==> config.mk <==
export PLATFORM = sky130hd
export DESIGN_NAME = software_timer_bank_top_flat
export DESIGN_NICKNAME = d
export VERILOG_FILES = /design/src/rtl/core/stb_pkg.sv /design/src/rtl/core/stb_if.sv /design/src/rtl/core/stb_cell.sv /design/src/rtl/core/stb_ctrl.sv /design/src/rtl/core/software_timer_bank_top.sv /design/src/flat_wrapper.sv
export SDC_FILE = /design/constraint.sdc
export NUM_CORES = 2
export LEC_CHECK = 0
export BUFFER_PORTS_ARGS = -buffer_cell sky130_fd_sc_hd__buf_2
export CORE_MARGIN = 3
export CORE_UTILIZATION = 65
export CTS_BUF_LIST = sky130_fd_sc_hd__clkbuf_2
export CTS_CLUSTER_SIZE = 25
export DETAILED_ROUTE_END_ITERATION = 10
export PLACE_DENSITY = 0.86
export SLEW_MARGIN = 0
export SYNTH_ARGS = -nofsm -noshare
export SYNTH_HDL_FRONTEND = slang
export SYNTH_HIERARCHICAL = 1
export SYNTH_SLANG_ARGS = --single-unit
==> constraint.sdc <==
create_clock -name clk -period 325.1 [get_ports clk]
set_clock_uncertainty 0.1 [all_clocks]
set_input_delay 48.765 -clock clk [delete_from_list [all_inputs] [get_ports clk]]
set_output_delay 48.765 -clock clk [all_outputs]
set_load 0.05 [all_outputs]
==> src/rtl/core/stb_pkg.sv <==
// stb_pkg: shared types, sizes and codes for the timer bank
// depends on nothing; used by every rtl/core file

package stb_pkg;

	localparam int NUM_SLOTS          = 64;
	localparam int MAX_FIRES_PER_TICK = 64;

	localparam int IDX_W  = (NUM_SLOTS > 1) ? $clog2(NUM_SLOTS) : 1;
	localparam int CNT_W  = $clog2(NUM_SLOTS + 1);
	localparam int FIRE_W = $clog2(MAX_FIRES_PER_TICK + 1);
	localparam int ID_W   = 31;
	localparam int TIME_W = 32;
	localparam int PER_W  = 20;

	localparam logic [PER_W-1:0] PERIOD_RESET = 20'd33333;

	localparam logic [1:0] OP_SET_ONCE = 2'd0;
	localparam logic [1:0] OP_SET_PER  = 2'd1;
	localparam logic [1:0] OP_CLEAR    = 2'd2;
	localparam logic [1:0] OP_TICK     = 2'd3;

	localparam logic [2:0] KIND_CREATED = 3'd0;
	localparam logic [2:0] KIND_FULL    = 3'd1;
	localparam logic [2:0] KIND_CLEARED = 3'd2;
	localparam logic [2:0] KIND_FIRED   = 3'd3;
	localparam logic [2:0] KIND_NO_FIRE = 3'd4;

	typedef struct packed {
		logic              active;
		logic              periodic;
		logic [TIME_W-1:0] delay;
		logic [TIME_W-1:0] elapsed;
		logic [ID_W-1:0]   ident;
	} slot_t;

	typedef struct packed {
		logic shift;
		logic hold;
	} chain_ctl_t;

endpackage

==> src/rtl/core/stb_if.sv <==
// stb_if: valid/ready channels for requests and results
// depends on stb_pkg for field widths

interface stb_req_if;
	logic                      valid;
	logic                      ready;
	logic [1:0]                op;
	logic [stb_pkg::TIME_W-1:0] delay_us;
	logic [stb_pkg::ID_W-1:0]   timer_id;
	modport source (output valid, op, delay_us, timer_id, input ready);
	modport sink (input valid, op, delay_us, timer_id, output ready);
endinterface

interface stb_rsp_if;
	logic                     valid;
	logic                     ready;
	logic [2:0]               kind;
	logic [stb_pkg::ID_W-1:0] result_id;
	logic                     found;
	logic                     last;
	logic                     any_active;
	modport source (output valid, kind, result_id, found, last, any_active, input ready);
	modport sink (input valid, kind, result_id, found, last, any_active, output ready);
endinterface

==> src/rtl/core/stb_cell.sv <==
// stb_cell: one timer slot in the rotating chain
// depends on stb_pkg

module stb_cell (
	input  logic           clk,
	input  logic           arst_n,
	input  logic           en,
	input  stb_pkg::slot_t d,
	output stb_pkg::slot_t q
);

	logic                       active_q;
	stb_pkg::slot_t             data_q;

	// only the active flag needs reset, the rest is read while active
	always_ff @(posedge clk or negedge arst_n) begin
		if (!arst_n) begin
			active_q <= 1'b0;
		end else if (en) begin
			active_q <= d.active;
		end
	end

	always_ff @(posedge clk) begin
		if (en) begin
			data_q <= d;
		end
	end

	always_comb begin
		q        = data_q;
		q.active = active_q;
	end

endmodule

==> src/rtl/core/stb_ctrl.sv <==
// stb_ctrl: sequencer working on the slot at the head of the chain
// depends on stb_pkg and stb_if

module stb_ctrl (
	input  logic                     clk,
	input  logic                     arst_n,
	stb_req_if.sink                  req,
	stb_rsp_if.source                rsp,
	input  logic                     cfg_we,
	input  logic [stb_pkg::PER_W-1:0] cfg_wdata,
	input  stb_pkg::slot_t           head,
	output stb_pkg::slot_t           head_upd,
	output stb_pkg::chain_ctl_t      ctl
);

	localparam logic [1:0] ST_IDLE = 2'd0;
	localparam logic [1:0] ST_RUN  = 2'd1;
	localparam logic [1:0] ST_END  = 2'd2;

	logic [1:0]                   state_q;
	logic [1:0]                   op_q;
	logic [stb_pkg::TIME_W-1:0]   delay_q;
	logic [stb_pkg::ID_W-1:0]     tid_q;
	logic [stb_pkg::IDX_W-1:0]    idx_q;
	logic                         added_q;
	logic                         found_q;
	logic [stb_pkg::ID_W-1:0]     res_id_q;
	logic [stb_pkg::FIRE_W-1:0]   fires_q;
	logic [stb_pkg::CNT_W-1:0]    cnt_q;
	logic [stb_pkg::ID_W-1:0]     next_id_q;
	logic [stb_pkg::PER_W-1:0]    period_q;
	logic                         pend_v_q;
	logic [stb_pkg::ID_W-1:0]     pend_id_q;
	logic                         pend_any_q;
	logic                         out_v_q;
	logic [2:0]                   out_kind_q;
	logic [stb_pkg::ID_W-1:0]     out_id_q;
	logic                         out_found_q;
	logic                         out_last_q;
	logic                         out_any_q;

	logic                         out_free;
	logic                         out_load;
	logic                         can_push;
	logic                         set_hit;
	logic                         clr_hit;
	logic                         fire;
	logic                         deact;
	logic [stb_pkg::TIME_W:0]     sum;
	logic [stb_pkg::CNT_W-1:0]    cnt_nxt;
	logic [stb_pkg::ID_W-1:0]     id_inc;
	logic                         idx_end;

	assign out_free = !out_v_q || rsp.ready;
	assign can_push = !pend_v_q || out_free;
	assign out_load = ((state_q == ST_RUN) && fire && pend_v_q) ||
		((state_q == ST_END) && out_free);
	assign sum      = {1'b0, head.elapsed} + {{(stb_pkg::TIME_W + 1 - stb_pkg::PER_W){1'b0}},
		period_q};
	assign idx_end  = (idx_q == stb_pkg::IDX_W'(stb_pkg::NUM_SLOTS - 1));
	assign id_inc   = next_id_q + 1'b1;

	always_comb begin
		head_upd  = head;
		ctl.shift = 1'b0;
		ctl.hold  = 1'b0;
		set_hit   = 1'b0;
		clr_hit   = 1'b0;
		fire      = 1'b0;
		if (state_q == ST_RUN) begin
			case (op_q)
				stb_pkg::OP_SET_ONCE, stb_pkg::OP_SET_PER: begin
					ctl.shift = 1'b1;
					if (!found_q && !head.active) begin
						set_hit           = 1'b1;
						head_upd.active   = 1'b1;
						head_upd.periodic = (op_q == stb_pkg::OP_SET_PER);
						head_upd.delay    = delay_q;
						head_upd.elapsed  = '0;
						head_upd.ident    = next_id_q;
					end
				end
				stb_pkg::OP_CLEAR: begin
					ctl.shift = 1'b1;
					if (!found_q && head.active && head.ident == tid_q) begin
						clr_hit         = 1'b1;
						head_upd.active = 1'b0;
					end
				end
				default: begin
					// add the frame period once, then fire this slot until it is not due or the tick's fire limit is reached
					if (head.active && !added_q) begin
						ctl.hold         = 1'b1;
						head_upd.elapsed = sum[stb_pkg::TIME_W] ? '1 : sum[stb_pkg::TIME_W-1:0];
					end else if (head.active && head.elapsed >= head.delay &&
						fires_q < stb_pkg::FIRE_W'(stb_pkg::MAX_FIRES_PER_TICK)) begin
						if (can_push) begin
							fire     = 1'b1;
							ctl.hold = 1'b1;
							if (head.periodic) begin
								head_upd.elapsed = head.elapsed - head.delay;
								head_upd.active  = (head.delay != '0);
							end else begin
								head_upd.active = 1'b0;
							end
						end
					end else begin
						ctl.shift = 1'b1;
					end
				end
			endcase
		end
		deact   = fire && !head_upd.active;
		cnt_nxt = cnt_q + stb_pkg::CNT_W'(set_hit) - stb_pkg::CNT_W'(clr_hit | deact);
	end

	assign req.ready      = (state_q == ST_IDLE);
	assign rsp.valid      = out_v_q;
	assign rsp.kind       = out_kind_q;
	assign rsp.result_id  = out_id_q;
	assign rsp.found      = out_found_q;
	assign rsp.last       = out_last_q;
	assign rsp.any_active = out_any_q;

	always_ff @(posedge clk or negedge arst_n) begin
		if (!arst_n) begin
			state_q   <= ST_IDLE;
			period_q  <= stb_pkg::PERIOD_RESET;
			next_id_q <= stb_pkg::ID_W'(1);
			cnt_q     <= '0;
			pend_v_q  <= 1'b0;
			out_v_q   <= 1'b0;
			idx_q     <= '0;
			added_q   <= 1'b0;
			found_q   <= 1'b0;
			fires_q   <= '0;
		end else begin
			if (cfg_we) begin
				period_q <= cfg_wdata;
			end
			cnt_q <= cnt_nxt;
			if (rsp.ready && !out_load) begin
				out_v_q <= 1'b0;
			end
			case (state_q)
				ST_IDLE: begin
					if (req.valid) begin
						state_q <= ST_RUN;
						idx_q   <= '0;
						added_q <= 1'b0;
						found_q <= 1'b0;
						fires_q <= '0;
					end
				end
				ST_RUN: begin
					if (ctl.shift) begin
						added_q <= 1'b0;
						idx_q   <= idx_q + 1'b1;
						if (idx_end) begin
							state_q <= ST_END;
						end
					end else if (ctl.hold) begin
						added_q <= 1'b1;
					end
					if (set_hit) begin
						found_q   <= 1'b1;
						next_id_q <= (id_inc == '0) ? stb_pkg::ID_W'(1) : id_inc;
					end
					if (clr_hit) begin
						found_q <= 1'b1;
					end
					if (fire) begin
						fires_q  <= fires_q + 1'b1;
						pend_v_q <= 1'b1;
						// the previous fire is now known not to be the last
						if (pend_v_q) begin
							out_v_q     <= 1'b1;
							out_kind_q  <= stb_pkg::KIND_FIRED;
							out_id_q    <= pend_id_q;
							out_found_q <= 1'b0;
							out_last_q  <= 1'b0;
							out_any_q   <= pend_any_q;
						end
					end
				end
				ST_END: begin
					if (out_free) begin
						state_q    <= ST_IDLE;
						pend_v_q   <= 1'b0;
						out_v_q    <= 1'b1;
						out_last_q <= 1'b1;
						if (pend_v_q) begin
							out_kind_q  <= stb_pkg::KIND_FIRED;
							out_id_q    <= pend_id_q;
							out_found_q <= 1'b0;
							out_any_q   <= pend_any_q;
						end else begin
							out_any_q <= (cnt_q != '0);
							case (op_q)
								stb_pkg::OP_SET_ONCE, stb_pkg::OP_SET_PER: begin
									out_kind_q  <= found_q ? stb_pkg::KIND_CREATED :
										stb_pkg::KIND_FULL;
									out_id_q    <= found_q ? res_id_q : '0;
									out_found_q <= 1'b0;
								end
								stb_pkg::OP_CLEAR: begin
									out_kind_q  <= stb_pkg::KIND_CLEARED;
									out_id_q    <= '0;
									out_found_q <= found_q;
								end
								default: begin
									out_kind_q  <= stb_pkg::KIND_NO_FIRE;
									out_id_q    <= '0;
									out_found_q <= 1'b0;
								end
							endcase
						end
					end
				end
				default: begin
					state_q <= ST_IDLE;
				end
			endcase
		end
	end

	always_ff @(posedge clk) begin
		if (req.valid && req.ready) begin
			op_q    <= req.op;
			delay_q <= req.delay_us;
			tid_q   <= req.timer_id;
		end
		if (set_hit) begin
			res_id_q <= next_id_q;
		end
		if (fire) begin
			pend_id_q  <= head.ident;
			pend_any_q <= (cnt_nxt != '0);
		end
	end

endmodule

==> src/rtl/core/software_timer_bank_top.sv <==
// software_timer_bank_top: timer bank built as a rotating chain of slot cells
// depends on stb_pkg, stb_if, stb_cell and stb_ctrl
//
//  channel | dir | transfer
//  req     | in  | op, delay_us, timer_id
//  rsp     | out | kind, result_id, found, last, any_active
//  cfg     | in  | cfg_wdata written when cfg_we (frame_period_us)
//
// every request rotates the slot chain once past the head, one slot a cycle unless
// the head is held or stalled; a tick holds the head of each active slot for the
// period add and again for each fire
// stalls on rsp freeze the chain while a fire waits for space, and the final
// transfer of a request waits in the end state until the output is free
// arst_n clears the active flags and resets the id counter and the frame period

module software_timer_bank_top (
	input  logic                     clk,
	input  logic                     arst_n,
	stb_req_if.sink                  req,
	stb_rsp_if.source                rsp,
	input  logic                     cfg_we,
	input  logic [stb_pkg::PER_W-1:0] cfg_wdata
);

	stb_pkg::slot_t      slot_q [stb_pkg::NUM_SLOTS];
	stb_pkg::slot_t      head_upd;
	stb_pkg::chain_ctl_t ctl;

	stb_ctrl u_ctrl (
		.clk       (clk),
		.arst_n    (arst_n),
		.req       (req),
		.rsp       (rsp),
		.cfg_we    (cfg_we),
		.cfg_wdata (cfg_wdata),
		.head      (slot_q[0]),
		.head_upd  (head_upd),
		.ctl       (ctl)
	);

	for (genvar i = 0; i < stb_pkg::NUM_SLOTS; i++) begin : g_cell
		stb_pkg::slot_t d;
		logic           en;
		if (i == 0) begin : g_head
			// head slot is rewritten in place while a tick works on it
			assign en = ctl.shift || ctl.hold;
			if (stb_pkg::NUM_SLOTS > 1) begin : g_more
				assign d = ctl.shift ? slot_q[1] : head_upd;
			end else begin : g_one
				assign d = head_upd;
			end
		end else if (i == stb_pkg::NUM_SLOTS - 1) begin : g_tail
			assign en = ctl.shift;
			assign d  = head_upd;
		end else begin : g_mid
			assign en = ctl.shift;
			assign d  = slot_q[i+1];
		end
		stb_cell u_cell (
			.clk    (clk),
			.arst_n (arst_n),
			.en     (en),
			.d      (d),
			.q      (slot_q[i])
		);
	end

endmodule

==> src/flat_wrapper.sv <==
// flat-port wrapper written by rule: the top's interface ports become plain ports
module software_timer_bank_top_flat 
  (clk, arst_n, cfg_we, cfg_wdata, req_valid, req_op, req_delay_us, req_timer_id, req_ready, rsp_valid, rsp_kind, rsp_result_id, rsp_found, rsp_last, rsp_any_active, rsp_ready);
  stb_req_if req_i ();
  stb_rsp_if rsp_i ();
  input  logic clk;
  input  logic arst_n;
  input  logic cfg_we;
  input  logic [stb_pkg::PER_W-1:0] cfg_wdata;
  input wire logic [$bits(req_i.valid)-1:0] req_valid;
  input wire logic [$bits(req_i.op)-1:0] req_op;
  input wire logic [$bits(req_i.delay_us)-1:0] req_delay_us;
  input wire logic [$bits(req_i.timer_id)-1:0] req_timer_id;
  output wire logic [$bits(req_i.ready)-1:0] req_ready;
  output wire logic [$bits(rsp_i.valid)-1:0] rsp_valid;
  output wire logic [$bits(rsp_i.kind)-1:0] rsp_kind;
  output wire logic [$bits(rsp_i.result_id)-1:0] rsp_result_id;
  output wire logic [$bits(rsp_i.found)-1:0] rsp_found;
  output wire logic [$bits(rsp_i.last)-1:0] rsp_last;
  output wire logic [$bits(rsp_i.any_active)-1:0] rsp_any_active;
  input wire logic [$bits(rsp_i.ready)-1:0] rsp_ready;
  assign req_i.valid = req_valid;
  assign req_i.op = req_op;
  assign req_i.delay_us = req_delay_us;
  assign req_i.timer_id = req_timer_id;
  assign req_ready = req_i.ready;
  assign rsp_valid = rsp_i.valid;
  assign rsp_kind = rsp_i.kind;
  assign rsp_result_id = rsp_i.result_id;
  assign rsp_found = rsp_i.found;
  assign rsp_last = rsp_i.last;
  assign rsp_any_active = rsp_i.any_active;
  assign rsp_i.ready = rsp_ready;
  software_timer_bank_top u_core (.clk(clk), .arst_n(arst_n), .req(req_i), .rsp(rsp_i), .cfg_we(cfg_we), .cfg_wdata(cfg_wdata));
endmodule
; ---- Word level (Yosys, flattened, before mapping)
; Index checks and enable logic that the tools add are counted.
[classes]
addsub = 7
order_cmp = 2
eq_ne = 14
mux = 88
n_bitwise = 1
n_reduce_logical = 41
[ops]
columns = cell, count
row1 = two-way mux 97 bit, 3
row2 = two-way mux 31 bit, 8
row3 = two-way mux 32 bit, 5
row4 = one-hot mux 32 bit (2 select lines), 1
row5 = one-hot mux 31 bit (2 select lines), 1
row6 = two-way mux 1 bit, 43
row7 = adder 32 x 20 -> 33 bit, 1
row8 = two-way mux 33 bit, 1
row9 = greater-or-equal comparator 32 bit, 1
row10 = nonzero test 32 bit, 1
row11 = subtractor 32 bit, 1
row12 = adder 31 x 1 -> 31 bit (second input constant), 1
row13 = equality test 31 bit, 1
row14 = logical NOT 31 bit, 1
row15 = one-hot mux 1 bit (2 select lines), 8
row16 = AND reduction 3 bit, 5
row17 = two-way mux 7 bit, 2
row18 = one-hot mux 7 bit (2 select lines), 1
row19 = nonzero test 7 bit, 2
row20 = logical AND 1 bit, 12
row21 = two-way mux 3 bit, 4
row22 = two-way mux 6 bit, 2
row23 = one-hot mux 3 bit (2 select lines), 2
row24 = one-hot mux 6 bit (2 select lines), 1
row25 = other kinds (24), 45
[word_totals]
regBits = 6450
inputBits = 90
out_inout_bits = 39
wordCells = 494

; ---- Logic depth before layout (Yosys ltp)
[depth]
depth_word = 17
depth_mapped = 26
depth_no_buf = 26

; ---- By module
; The synthesis kept the hierarchy.
[modules_own_cells]
columns = mod, n_inst, cells_each, area_per_inst_um2, seq_area_each_um2
row1 = stb_cell, 64, 99, 2930.3, 2907.8
row2 = stb_ctrl, 1, 1480, 14590.2, 6890.4
row3 = software_timer_bank_top, 1, 109, 1249.9, 0.0

; ---- Least setup slack after synthesis
; Ideal clock, no wire load.
[synth_path]
kind = register to register
from = register u_core.g_cell[0].u_cell.data_q, in the netlist u_core/g_cell[0].u_cell/q[48]
to = register u_core.g_cell[10].u_cell.active_q
setup_ns = 0.572
t_arrival_ns = 281.207
required_time_ns = 324.428
setup_slack_ns = 43.221
stages_incl_launch_ff = 11
n_path_buf = 0
synth_period_minus_slack_ns = 281.879
cell_sequence = edfxtp_1 > ha_1 > a21o_1 > a21o_1 > a21oi_1 > o211ai_1 > a221oi_1 > o211a_1 > a31oi_1 > nor2_1 > mux2_4
[synth_lines]
columns = item, line
row1 = "start, declared", stb_cell.sv:13  ; stb_pkg::slot_t data_q;
row2 = "start signal, assigned", stb_cell.sv:26  ; data_q <= d;
row3 = "end signal, assigned", stb_cell.sv:20  ; active_q <= d.active;
row4 = "end, declared", stb_cell.sv:12  ; logic active_q;

; ---- Worst setup path after layout
[layout_path]
from = register u_core.u_ctrl.state_q[0]
to = output req_ready
[layout_via]
elab_chain_len = 1
[layout_rtl]
columns = item, line
row1 = "start, declared", stb_ctrl.sv:20  ; logic [1:0] state_q;
row2 = "start signal, assigned", stb_ctrl.sv:127  ; state_q <= ST_IDLE;
row3 = "start signal, assigned", stb_ctrl.sv:148  ; state_q <= ST_RUN;
row4 = "start signal, assigned", stb_ctrl.sv:160  ; state_q <= ST_END;
row5 = logical NOT 2 bit, stb_ctrl.sv:117  ; assign req.ready = (state_q == ST_IDLE);
row6 = "end, declared", flat_wrapper.sv:14  ; output wire logic [$bits(req_i.ready)-1:0] req_ready;
; Every way passes these cells.

==> results_dict.tcl <==
set metrics [dict create \
    first_pass_iters 6 \
    yosysSeqAreaShare 0.9489 \
    finalPower_w 0.002201 \
    final_cell_mix "6,309 x edfxtp_1, 2,117 x clkbuf_2, 292 x clkinv_1, 215 x nand2_1, 134 x dfrtp_1" \
    synth_ff_type "edfxtp_1" \
    p_int_w 0.001574 \
    fin_area_sq_um 221900 \
    cts_resized 0 \
    path_max_fanout 7 \
    n_fill_cell 16915 \
    cts_buffers 1487 \
    crit-reg2reg-launch "u_core/g_cell[0].u_cell/q[80]" \
    slew_viol_final 1 \
    synth_edf_count 6309 \
    worstSkewPairLatency_ps 2270 \
    drc 0 \
    min_from "u_core/g_cell[40].u_cell/q[78]" \
    cp-endpoint "req_ready" \
    final-setup-viol-count 0 \
    seq_power_share 0.651 \
    setup_tns_ps 0 \
    power_per_cell_area_nw_per_um2 9.917 \
    die_w_microns 565.4 \
    slew_headroom -0.006837 \
    regArea_sq_um 193000 \
    wirelength_microns 337700 \
    pre_cts_slack_ps 272980 \
    slowest_delay_ps 410 \
    dieArea_sq_um 319600 \
    h-tree-depth 7 \
    io_buffers 128 \
    path_depth 3 \
    required_ps 276240 \
    crit_arrival_ps 3290 \
    drtIter0Drc 9136 \
    hold_violations 0 \
    worst-r2r-cell-count 18 \
    crit_type "flop to output pin" \
    antenna_found_initial 27 \
    layout.nets 9636 \
    vias 80187 \
    drive_gt1_frac 0.2529 \
    synth_nets 8085 \
    via_per_inst 5.467 \
    core_region_area_sq_um 310100 \
    finalCritPeriodShare 0.1604 \
    area_growth_pct 9.110 \
    crit_start "u_core/u_ctrl/state_q[0]" \
    crit_path_cell_trace "inv_1, ha_1, buf_2" \
    cts_setup_buffers 0 \
    grt_pass1_vias 82082 \
    ys_ff_latch 6450 \
    crit_slowest_cell "dfrtp_1" \
    grt_usage 0.2183 \
    initial_core_util 0.6558 \
    rr_endpoint "u_core/g_cell[0].u_cell/q[86]" \
    synth_area_leader_cell "edfxtp_1" \
    ctsHoldBuffers 0 \
    violations "capacitance limit, slew limit" \
    switching_share 0.2846 \
    ant_nets 0 \
    worstMarginPinSlew_ps 1494 \
    ys_warn_count 6 \
    grt_setup_unrepaired "no" \
    clk_path_buf_depth 5 \
    fin_ws_ps 272950 \
    die_h_microns 565.4 \
    r2r_setup_slack_ps 313820 \
    yosysUniqueCellTypes 81 \
    dp_hpwl_microns 174600 \
    crit_path_start_kind "flop" \
    syn_area_per_cell_sq_um 25.66 \
    clkPwrFrac 0.221 \
    ys_async_sr_fraction 0.02186 \
    clkTransAtPathRegs_ps 110 \
    synth_top_cells_by_area "edfxtp_1 93%, dfrtp_1 1.6%, mux2_4 0.61%, mux2_2 0.56%, ha_1 0.41%" \
    max_freq_mhz 19.18 \
    status "finished with violations" \
    clockRootBuffer "clkbuf_2" \
    synth_top_area_frac 0.9315 \
    p_comb_frac 0.128 \
    crit_family "buffers and inverters" \
    drt-wirelength-per-cell_microns 23.02 \
    final_common_cell "edfxtp_1" \
    cts_tree "built" \
    clock_sinks 6450 \
    placed_area_sq_um 209100 \
    synth_area_sq_um 203400 \
    multi_input_area_sq_um 9333 \
    vdd_drop_max_mv 0.01018 \
    core.rowCount 204 \
    place.gp.congestion 0.8605 \
    p_switching_w 0.0006263 \
    ios 129 \
    p_leak_nw 72.11 \
    hold_path.class "flop to flop" \
    maxCapViolations 1 \
    overflow 0 \
    fin_crit_ps 52150 \
    grt_max_degree 233 \
    grt_pass1_wl_microns 506500 \
    endpoint_kind "output pin" \
    crit_buf_inv 2 \
    synthCells 7925 \
]
==> state kept, by name, summed over array words and instances, names as in the netlist, 2 cells and up <==
| name | flops |
|---|---|
| u_core/g_cell.u_cell/active_q | 64 |
| u_core/g_cell.u_cell/q | 6144 |
| u_core/u_ctrl/pend_id_q | 31 |
| u_core/u_ctrl/cnt_q | 7 |
| u_core/u_ctrl/delay_q | 32 |
| u_core/u_ctrl/rsp.kind | 3 |
| u_core/u_ctrl/tid_q | 31 |
| u_core/u_ctrl/op_q | 2 |
| u_core/u_ctrl/rsp.result_id | 31 |
| u_core/u_ctrl/fires_q | 7 |
| u_core/u_ctrl/res_id_q | 31 |
| u_core/u_ctrl/period_q | 20 |
| u_core/u_ctrl/next_id_q | 31 |
| u_core/u_ctrl/idx_q | 6 |
| u_core/u_ctrl/state_q | 2 |
==> synth_stat cells, drive strengths merged, types with 5 or more instances <==
cell type	n
a31o	6
nand4	23
nor3	25
nand2	218
o31a	6
o21a	11
edfxtp	6309
a21o	31
mux2	185
dfstp	7
xor2	34
o31ai	6
or4	8
or3	9
and2	7
o21ai	117
clkbuf	51
nand3	37
nor2	72
nand2b	13
a211oi	5
a21oi	96
xnor2	79
mux2i	6
a221oi	12
buf	87
nor4	22
inv	78
and3	19
ha	67
nor2b	10
dfrtp	134
a31oi	16
nor3b	5
a22o	33
o2bb2ai	11
o21bai	11
==> through the flow <==
step | hold slack, ps | std cells | util
after global placement | 300.4 | 12107 | 0.6744
after global routing | 133.7 | 14652 | 0.7154
after CTS | 117.4 | 14630 | 0.7152
final | 148.0 | 14667 | 0.7155
after detailed placement | 304.5 | 12107 | 0.6744
after floorplan | 300.3 | 7925 | -
==> how the worst min path moves through the flow <==
stage	end	slack [ps]	depth (start not counted)
floorplan	u_core/g_cell[10].u_cell/q[0]	300	0
global placement	u_core/g_cell[8].u_cell/q[93]	300	0
detailed placement	u_core/g_cell[10].u_cell/q[20]	300	0
CTS	u_core/g_cell[16].u_cell/q[78]	120	0
global route	u_core/g_cell[16].u_cell/q[78]	130	0
finish	u_core/g_cell[39].u_cell/q[78]	150	0
==> layout make-up <==
| cell class | instances | share of cell area |
|---|---|---|
| clock inverter | 406 | 0.009377 |
| timing repair buffer | 200 | 0.006140 |
| multi-input combinational | 1258 | 0.04206 |
| sequential | 6450 | 0.8697 |
| inverter | 79 | 0.001348 |
| clock buffer | 2117 | 0.04775 |
| antenna | 37 | 0.0004172 |
| tap | 4120 | 0.02323 |
==> per-layer routing <==
metal | global-route usage | up-vias | wire length [microns] | part of all wire
met5 | 0 | - | 13 | 0.000038
met4 | 0.1184 | 2 | 13290 | 0.039
met3 | 0.05189 | 717 | 20510 | 0.061
met2 | 0.3221 | 3265 | 166300 | 0.49
met1 | 0.3102 | 40548 | 137600 | 0.41
li1 | - | 35655 | - | -
==> power groups by stage <==
stage / clock (W) / sequential (W) / combinational (W)
after floorplan: 0 / 0.00493 / 0.000298
after global placement: 0 / 0.00143 / 0.000267
after detailed placement: 0 / 0.00144 / 0.000284
after CTS: 0.000507 / 0.00144 / 0.000282
after global routing: 0.000545 / 0.00146 / 0.000308
final: 0.000486 / 0.00143 / 0.000282
==> cells by family after synthesis <==
logic type | share of synthesized area
AO/OA/AOI/OAI | 0.01295
XOR/XNOR | 0.004866
adder cells (fa/ha/maj) | 0.004417
buffers and inverters | 0.005488
flip-flops | 0.9489
multiplexers | 0.01207
AND/OR/NAND/NOR | 0.01130
(Power assumes the default switching activity.)
